### config.mk
export PLATFORM = sky130hd
export DESIGN_NAME = postfix_stack_evaluator
export DESIGN_NICKNAME = d
export VERILOG_FILES = /design/src/design/pse_pkg.sv /design/src/design/pse_stack_mem.sv /design/src/design/pse_div.sv /design/src/design/postfix_stack_evaluator.sv
export SDC_FILE = /design/constraint.sdc
export NUM_CORES = 2
export LEC_CHECK = 0
export BUFFER_PORTS_ARGS = -buffer_cell sky130_fd_sc_hd__buf_2
export CORE_ASPECT_RATIO = 1.4
export CORE_UTILIZATION = 38
export CTS_BUF_LIST = sky130_fd_sc_hd__clkbuf_8
export CTS_CLUSTER_SIZE = 10
export DETAILED_ROUTE_END_ITERATION = 10
export GPL_ROUTABILITY_DRIVEN = 0
export PLACE_DENSITY_LB_ADDON = 0.08
export SYNTH_ARGS = -nofsm -noshare
export SYNTH_HDL_FRONTEND = slang
export SYNTH_SLANG_ARGS = --single-unit
### constraint.sdc
create_clock -name clk -period 7.2 [get_ports clk]
set_clock_uncertainty 0.15 [all_clocks]
set_input_delay 1.44 -clock clk [delete_from_list [all_inputs] [get_ports clk]]
set_output_delay 1.44 -clock clk [all_outputs]
set_load 0.01 [all_outputs]
### src/design/pse_pkg.sv
// Shared types and constants for the postfix stack evaluator.
// No dependencies; imported by every module of the block.
`default_nettype none
package pse_pkg;

  localparam int DATA_W      = 32;
  localparam int OP_W        = 3;
  localparam int NUM_W       = 31;
  localparam int DEPTH_W     = 7;
  localparam int STAT_W      = 2;
  localparam int IN_TDATA_W  = 40;
  localparam int OUT_TDATA_W = 48;

  localparam logic [OP_W-1:0] OP_PUSH = 3'd0;
  localparam logic [OP_W-1:0] OP_ADD  = 3'd1;
  localparam logic [OP_W-1:0] OP_SUB  = 3'd2;
  localparam logic [OP_W-1:0] OP_MUL  = 3'd3;
  localparam logic [OP_W-1:0] OP_DIV  = 3'd4;

  localparam logic [STAT_W-1:0] STS_OK    = 2'd0;
  localparam logic [STAT_W-1:0] STS_UNDER = 2'd1;
  localparam logic [STAT_W-1:0] STS_OVER  = 2'd2;
  localparam logic [STAT_W-1:0] STS_DIVZ  = 2'd3;

  typedef enum logic [1:0] {
    S_IDLE,
    S_EXEC,
    S_DIVIDE,
    S_FINISH
  } pse_state_t;

endpackage
`default_nettype wire

### src/design/pse_stack_mem.sv
// Operand stack storage: one write port, two registered read ports.
// Depends on pse_pkg for the data width.
`default_nettype none
module pse_stack_mem #(
  parameter int DEPTH  = 64,
  parameter int ADDR_W = 6
) (
  input  wire logic                      clk,
  input  wire logic                      wr_en,
  input  wire logic [ADDR_W-1:0]         wr_addr,
  input  wire logic [pse_pkg::DATA_W-1:0] wr_data,
  input  wire logic [ADDR_W-1:0]         rd_addr_a,
  input  wire logic [ADDR_W-1:0]         rd_addr_b,
  output logic      [pse_pkg::DATA_W-1:0] rd_data_a,
  output logic      [pse_pkg::DATA_W-1:0] rd_data_b
);
  import pse_pkg::*;

  logic [DATA_W-1:0] mem [0:DEPTH-1];

  always_ff @(posedge clk) begin
    if (wr_en) begin
      mem[wr_addr] <= wr_data;
    end
  end

  always_ff @(posedge clk) begin
    rd_data_a <= mem[rd_addr_a];
    rd_data_b <= mem[rd_addr_b];
  end

endmodule
`default_nettype wire

### src/design/pse_div.sv
// Iterative signed divider: one quotient bit per cycle, truncating toward zero.
// Depends on pse_pkg for the data width.
`default_nettype none
module pse_div (
  input  wire logic                       clk,
  input  wire logic                       rst_n,
  input  wire logic                       start,
  input  wire logic [pse_pkg::DATA_W-1:0] dividend,
  input  wire logic [pse_pkg::DATA_W-1:0] divisor,
  output logic                            done,
  output logic      [pse_pkg::DATA_W-1:0] quotient
);
  import pse_pkg::*;

  localparam int CNT_W = $clog2(DATA_W);

  logic              busy_r;
  logic              fix_r;
  logic              done_r;
  logic              neg_r;
  logic [CNT_W-1:0]  cnt_r;
  logic [DATA_W-1:0] rem_r;
  logic [DATA_W-1:0] quo_r;
  logic [DATA_W-1:0] mag_b_r;
  logic [DATA_W-1:0] q_r;

  logic [DATA_W-1:0] mag_a;
  logic [DATA_W-1:0] mag_b;
  logic [DATA_W:0]   rem_shift;
  logic [DATA_W:0]   diff;
  logic [DATA_W-1:0] rem_nxt;
  logic [DATA_W-1:0] quo_nxt;

  always_comb begin
    mag_a     = dividend[DATA_W-1] ? (DATA_W'(0) - dividend) : dividend;
    mag_b     = divisor[DATA_W-1]  ? (DATA_W'(0) - divisor)  : divisor;
    rem_shift = {rem_r, quo_r[DATA_W-1]};
    diff      = rem_shift - {1'b0, mag_b_r};
    if (!diff[DATA_W]) begin
      rem_nxt = diff[DATA_W-1:0];
      quo_nxt = {quo_r[DATA_W-2:0], 1'b1};
    end else begin
      rem_nxt = rem_shift[DATA_W-1:0];
      quo_nxt = {quo_r[DATA_W-2:0], 1'b0};
    end
  end

  always_ff @(posedge clk) begin
    if (!rst_n) begin
      busy_r <= 1'b0;
      fix_r  <= 1'b0;
      done_r <= 1'b0;
    end else begin
      done_r <= 1'b0;
      if (start) begin
        busy_r <= 1'b1;
        fix_r  <= 1'b0;
      end else if (busy_r) begin
        if (cnt_r == CNT_W'(DATA_W - 1)) begin
          busy_r <= 1'b0;
          fix_r  <= 1'b1;
        end
      end else if (fix_r) begin
        fix_r  <= 1'b0;
        done_r <= 1'b1;
      end
    end
  end

  always_ff @(posedge clk) begin
    if (start) begin
      cnt_r   <= '0;
      rem_r   <= '0;
      quo_r   <= mag_a;
      mag_b_r <= mag_b;
      neg_r   <= dividend[DATA_W-1] ^ divisor[DATA_W-1];
    end else if (busy_r) begin
      cnt_r <= cnt_r + CNT_W'(1);
      rem_r <= rem_nxt;
      quo_r <= quo_nxt;
    end
    if (fix_r) begin
      q_r <= neg_r ? (DATA_W'(0) - quo_r) : quo_r;
    end
  end

  assign done     = done_r;
  assign quotient = q_r;

endmodule
`default_nettype wire

### src/design/postfix_stack_evaluator.sv
// Postfix (RPN) expression evaluator: top level with control sequencer.
// Depends on pse_pkg, pse_stack_mem and pse_div.
//
// Usage: each request on the in_ channel is one decoded token (push number,
// add, subtract, multiply, divide) with in_tlast on the final token. Every
// token returns exactly one result on the out_ channel: top of stack, depth
// and status, with out_tlast set on the final result, after which the stack
// is empty. The stack lives in a synchronous memory read at two addresses.
// An accepted token goes through the evaluate and finish states to the output
// register for push, add, subtract, multiply and error cases; a divide also
// waits in the divide state while the 32-step radix-2 divider runs, plus its
// start, sign fix and result hand-off.
// A new token is taken once the previous result is in the output register,
// so the next token may be accepted while that result still waits.
// When the receiver stalls, the finished token holds until the output
// register frees up, and no further token is accepted meanwhile.
// Reset (synchronous, active low) empties the stack and drops any pending
// result; the memory contents are not cleared.
`default_nettype none
module postfix_stack_evaluator #(
  parameter int STACK_DEPTH = 64
) (
  input  wire logic                           clk,
  input  wire logic                           rst_n,
  input  wire logic                           in_tvalid,
  output logic                                in_tready,
  // op [2:0], number [33:3], zero [39:34]
  input  wire logic [pse_pkg::IN_TDATA_W-1:0] in_tdata,
  input  wire logic                           in_tlast,
  output logic                                out_tvalid,
  input  wire logic                           out_tready,
  // top_value [31:0], depth [38:32], status [40:39], zero [47:41]
  output logic [pse_pkg::OUT_TDATA_W-1:0]     out_tdata,
  output logic                                out_tlast
);
  import pse_pkg::*;

  localparam int ADDR_W = (STACK_DEPTH > 1) ? $clog2(STACK_DEPTH) : 1;
  localparam int PTR_W  = $clog2(STACK_DEPTH + 1);

  pse_state_t state_r, state_nxt;

  logic [PTR_W-1:0]  sp_r;
  logic [OP_W-1:0]   op_r;
  logic [NUM_W-1:0]  num_r;
  logic              last_r;

  logic [DATA_W-1:0] res_r,     res_nxt;
  logic [STAT_W-1:0] status_r,  status_nxt;
  logic              wr_en_r,   wr_en_nxt;
  logic [ADDR_W-1:0] wr_addr_r, wr_addr_nxt;
  logic [PTR_W-1:0]  sp_new_r,  sp_new_nxt;

  logic                   out_valid_r;
  logic [OUT_TDATA_W-1:0] out_data_r;
  logic                   out_last_r;

  logic              in_go;
  logic              fin_go;
  logic              out_free;
  logic              div_start;
  logic              div_done;
  logic [DATA_W-1:0] div_q;
  logic [ADDR_W-1:0] rd_addr_a;
  logic [ADDR_W-1:0] rd_addr_b;
  logic [DATA_W-1:0] rd_a;
  logic [DATA_W-1:0] rd_b;
  logic              has_two;
  logic              is_full;
  logic [DATA_W-1:0] top_old;
  logic [PTR_W-1:0]  sp_fin;

  pse_stack_mem #(
    .DEPTH  (STACK_DEPTH),
    .ADDR_W (ADDR_W)
  ) u_mem (
    .clk       (clk),
    .wr_en     (fin_go & wr_en_r),
    .wr_addr   (wr_addr_r),
    .wr_data   (res_r),
    .rd_addr_a (rd_addr_a),
    .rd_addr_b (rd_addr_b),
    .rd_data_a (rd_a),
    .rd_data_b (rd_b)
  );

  pse_div u_div (
    .clk      (clk),
    .rst_n    (rst_n),
    .start    (div_start),
    .dividend (rd_b),
    .divisor  (rd_a),
    .done     (div_done),
    .quotient (div_q)
  );

  assign has_two  = (sp_r >= PTR_W'(2));
  assign is_full  = (sp_r >= PTR_W'(STACK_DEPTH));
  assign top_old  = (sp_r != '0) ? rd_a : '0;
  assign out_free = !out_valid_r || out_tready;
  assign sp_fin   = last_r ? '0 : sp_new_r;

  // Outputs of the sequencer.
  always_comb begin
    in_tready = (state_r == S_IDLE);
    in_go     = in_tvalid && in_tready;
    fin_go    = (state_r == S_FINISH) && out_free;
    rd_addr_a = ADDR_W'(sp_r - PTR_W'(1));
    rd_addr_b = ADDR_W'(sp_r - PTR_W'(2));
    div_start = (state_r == S_EXEC) && (op_r == OP_DIV) && has_two && (rd_a != '0);
  end

  // Next state.
  always_comb begin
    state_nxt = state_r;
    case (state_r)
      S_IDLE: begin
        if (in_go) state_nxt = S_EXEC;
      end
      S_EXEC: begin
        state_nxt = div_start ? S_DIVIDE : S_FINISH;
      end
      S_DIVIDE: begin
        if (div_done) state_nxt = S_FINISH;
      end
      S_FINISH: begin
        if (out_free) state_nxt = S_IDLE;
      end
      default: state_nxt = S_IDLE;
    endcase
  end

  // Token evaluation.
  always_comb begin
    res_nxt     = res_r;
    status_nxt  = status_r;
    wr_en_nxt   = wr_en_r;
    wr_addr_nxt = wr_addr_r;
    sp_new_nxt  = sp_new_r;
    if (state_r == S_EXEC) begin
      res_nxt     = top_old;
      status_nxt  = STS_OK;
      wr_en_nxt   = 1'b0;
      wr_addr_nxt = rd_addr_b;
      sp_new_nxt  = sp_r;
      case (op_r)
        OP_PUSH: begin
          if (is_full) begin
            status_nxt = STS_OVER;
          end else begin
            res_nxt     = {1'b0, num_r};
            wr_en_nxt   = 1'b1;
            wr_addr_nxt = ADDR_W'(sp_r);
            sp_new_nxt  = PTR_W'(sp_r + PTR_W'(1));
          end
        end
        OP_ADD, OP_SUB, OP_MUL, OP_DIV: begin
          if (!has_two) begin
            status_nxt = STS_UNDER;
          end else begin
            wr_en_nxt  = 1'b1;
            sp_new_nxt = PTR_W'(sp_r - PTR_W'(1));
            case (op_r)
              OP_ADD:  res_nxt = rd_b + rd_a;
              OP_SUB:  res_nxt = rd_b - rd_a;
              OP_MUL:  res_nxt = DATA_W'(rd_b * rd_a);
              default: begin
                res_nxt = '0;
                if (rd_a == '0) status_nxt = STS_DIVZ;
              end
            endcase
          end
        end
        default: ;
      endcase
    end else if ((state_r == S_DIVIDE) && div_done) begin
      res_nxt = div_q;
    end
  end

  always_ff @(posedge clk) begin
    if (!rst_n) begin
      state_r     <= S_IDLE;
      sp_r        <= '0;
      wr_en_r     <= 1'b0;
      out_valid_r <= 1'b0;
    end else begin
      state_r <= state_nxt;
      wr_en_r <= wr_en_nxt;
      if (fin_go) begin
        sp_r        <= sp_fin;
        out_valid_r <= 1'b1;
      end else if (out_tready) begin
        out_valid_r <= 1'b0;
      end
    end
  end

  always_ff @(posedge clk) begin
    res_r     <= res_nxt;
    status_r  <= status_nxt;
    wr_addr_r <= wr_addr_nxt;
    sp_new_r  <= sp_new_nxt;
    if (in_go) begin
      op_r   <= in_tdata[OP_W-1:0];
      num_r  <= in_tdata[OP_W +: NUM_W];
      last_r <= in_tlast;
    end
    if (fin_go) begin
      out_data_r <= {(OUT_TDATA_W - DATA_W - DEPTH_W - STAT_W)'(0),
                     status_r, DEPTH_W'(sp_fin), res_r};
      out_last_r <= last_r;
    end
  end

  assign out_tvalid = out_valid_r;
  assign out_tdata  = out_data_r;
  assign out_tlast  = out_last_r;

  a_sp_bound: assert property (@(posedge clk) disable iff (!rst_n)
    sp_r <= PTR_W'(STACK_DEPTH))
    else $error("stack pointer beyond stack depth");

  a_accept_exec: assert property (@(posedge clk) disable iff (!rst_n)
    (in_tvalid && in_tready) |=> (state_r == S_EXEC))
    else $error("accepted token not evaluated next cycle");

  a_done_empty: assert property (@(posedge clk) disable iff (!rst_n)
    (out_tvalid && out_tlast) |-> (out_tdata[DATA_W +: DEPTH_W] == '0))
    else $error("final result with non-empty stack");

  a_divz_zero: assert property (@(posedge clk) disable iff (!rst_n)
    (out_tvalid && (out_tdata[DATA_W + DEPTH_W +: STAT_W] == STS_DIVZ))
      |-> (out_tdata[DATA_W-1:0] == '0))
    else $error("divide by zero result not zero");

  a_div_hold: assert property (@(posedge clk) disable iff (!rst_n)
    (state_r == S_DIVIDE) |-> !in_tready && !wr_en_nxt == !wr_en_r)
    else $error("token accepted or write state changed during divide");

endmodule
`default_nettype wire

==> flow_summary.ini <==
[outcome]
status = finished, violations left
failed_checks = negative setup slack

[clock_tree]
cts_buffer_depth = 4
cts_num_sinks = 2384
root_buffer = clkbuf_8
cts_hold_buf = 0
cts_htree_levels = 5
cts.clk_slew.worst_paths_ps = 60
numCtsBuffers = 398
cts_tree = done
clk_latency_ps = 1090

[sta]
final_max_slew_viol_count = 0
setup_slack_ps = -141.8
period_needed_ps = 7342
fmax_mhz = 136.2
rsz0062_at_grt = true
relSlewSlack = 0.02080
worst_slew_pin_slew_ps = 1469
holdWs_ps = 271.7
final-hold-violation-count = 0
period_share = 1.020
setup_viol = 7

[setup_path]
critPathCaptureType = flop
arrival_ps = 7970
cp_slowest_cell = fa_1
path_class = reg -> reg
slowest_delay_ps = 590
cp-start-kind = flop
reg2reg_to = res_r[21]
reg2reg_depth = 26
worst_path_most_repeated_cell = fa_1
crit_path_start = u_mem.rd_data_a[12]
crit_fanout = 6
reg2reg_from = u_mem.rd_data_a[12]
regToRegSetupSlack_ps = -140
worstPathRequired_ps = 7830

[logic_synthesis]
synth_async_sr_flop_share = 0
ys.warnings.count = 0
seq_area_frac_synth = 0.5542
syn_avg_cell_area_um2 = 17.28
synth_edf_count = 2269
synth_cell_types = 78
synth.mux.area_fraction = 0.2390
synthFlopType = edfxtp_1
postSynthCellCount = 7357
synth.cell_area_mm2 = 0.1271
yosys.area_share.simple = 0.04572
synth_fa_ha_area_frac = 0.08456
synth_compound_area_frac = 0.02863
synth_xor_area_frac = 0.01854
ys_seq_elements = 2384
synth_top_family_by_area = multiplexers

[routing]
remaining_drc_errors = 0
drt_pass1_iterations = 6
wirelength_mm = 471.9
num_vias = 76000
ant_nets = 0
routed_via_density = 5.999
drtIter0Drc = 7686
wl_per_cell_um = 37.25

[hold_path]
holdPathEnd = out_tdata[40]
hp-class = reg -> reg
min_from = status_r[1]
whs_path_depth = 0

[floorplanning]
core_area_mm2 = 0.3319
ioPinCount = 96
fp-row-count = 250
die_x_um = 490.8
fp.dieArea_mm2 = 0.3368
die_h_um = 686.3
initial_core_util = 0.3830

[global_route]
overflow = 0
grtUsageTotal = 0.2785
grt_pass1_vias = 79540
grt_max_degree = 117
antenna_found_initial = 41
grt_pass1_wl_mm = 645.4

[placed_design]
io_buffers = 82
dpl.hpwl_mm = 303.7

[finish]
syn_to_final_growth_pct = 14.75
nFillCells = 29230
final_core_util = 0.4395
drive_gt1_frac = 0.3390
nets = 8531
final_cell_mix = edfxtp_1, mux4_2, inv_1
layout_commonest_cell = edfxtp_1

[run]
maxCapViolCount = 0
worst max-delay path, delay by kind of cell, from the launching register on:
| family | cells | cell delay [ps] |
|---|---|---|
| AOI/OAI and AO/OA | 7 | 1310 |
| xor gates and xnor gates | 1 | 100 |
| adders and majority gates | 9 | 3980 |
| buffers and inverters | 8 | 990 |
| and+or+nand+nor | 1 | 160 |
| DFF | 1 | 330 |
metal layers:
layer | vias to the layer above | wire length, um | track usage | share of wire
met5 | - | 117 | 0 | 0.00025
met4 | 16 | 28290 | 0.1458 | 0.060
met3 | 975 | 28080 | 0.04002 | 0.060
met2 | 3113 | 248300 | 0.5003 | 0.53
met1 | 41650 | 167100 | 0.3208 | 0.35
li1 | 30250 | - | - | -
layout make-up:
type	count	area, um2	area share
Multi-Input combinational cell	4005	54620	0.3745
Antenna cell	67	167.7	0.001150
Clock inverter	299	1565	0.01073
Sequential cell	2384	70510	0.4834
Tap cell	4410	5518	0.03783
Timing Repair Buffer	634	5997	0.04112
Clock buffer	420	5781	0.03963
Inverter	450	1690	0.01159
flip-flops by register name (all words and copies together), names as in the netlist, 2 cells and up:
name / cells
num_r: 31
op_r: 3
out_tdata: 41
res_r: 32
sp_new_r: 7
sp_r: 7
state_r: 2
status_r: 2
u_div.cnt_r: 5
u_div.mag_b_r: 32
u_div.quo_r: 32
u_div.quotient: 32
u_div.rem_r: 32
u_mem.mem: 2048
u_mem.rd_data_a: 32
u_mem.rd_data_b: 32
wr_addr_r: 6
metrics by stage:
stage / std cells / TNS (ps) / area (um2) / worst slack (ps)
after global placement: 11850 / -5772 / 136700 / -714.5
after CTS: 12580 / -424.9 / 144800 / -132.1
final: 12670 / -386.3 / 145900 / -141.8
after floorplan: 7363 / 0 / 127100 / 8.928
after detailed placement: 11850 / -5997 / 136700 / -740.4
after global routing: 12640 / -2238 / 145800 / -286.5
worst max-delay path by stage:
stage / endpoint / cells after the start
after floorplan: res_r[29] / 26
after global placement: res_r[21] / 26
after detailed placement: res_r[21] / 26
after CTS: res_r[29] / 25
after global routing: res_r[28] / 24
final: res_r[21] / 26
cell families after synthesis:
kind of cell,count (synthesis)
DFF,2384
muxes,1364
AOI/OAI and AO/OA,561
and+or+nand+nor,1191
other,1
buffers and inverters,974
adders and majority gates,613
xor gates and xnor gates,269
repair_timing:
item	CTS	global route
setup endpoints to repair	17	16
resized for setup	151	151
buffers inserted	13	27
pin swaps	88	151
endpoints found under the hold margin	0	0
cloned	0	4
Yosys cell counts, drive strengths merged, types with 101 or more instances:
cell type / n / area [um2]
a21oi: 103 / 515.5
and2: 316 / 1977
buf: 123 / 538.0
clkbuf: 401 / 1505
dfxtp: 115 / 2302
edfxtp: 2269 / 68140
fa: 410 / 8208
ha: 203 / 2540
inv: 449 / 1685
mux4: 1336 / 30090
nand2: 467 / 1753
nor2: 198 / 743.2
o21ai: 160 / 800.8
xnor2: 168 / 1471
xor2: 101 / 884.6
Power is not shown: default switching activity piles up to over one toggle a cycle in this logic, so the estimate is an artifact.
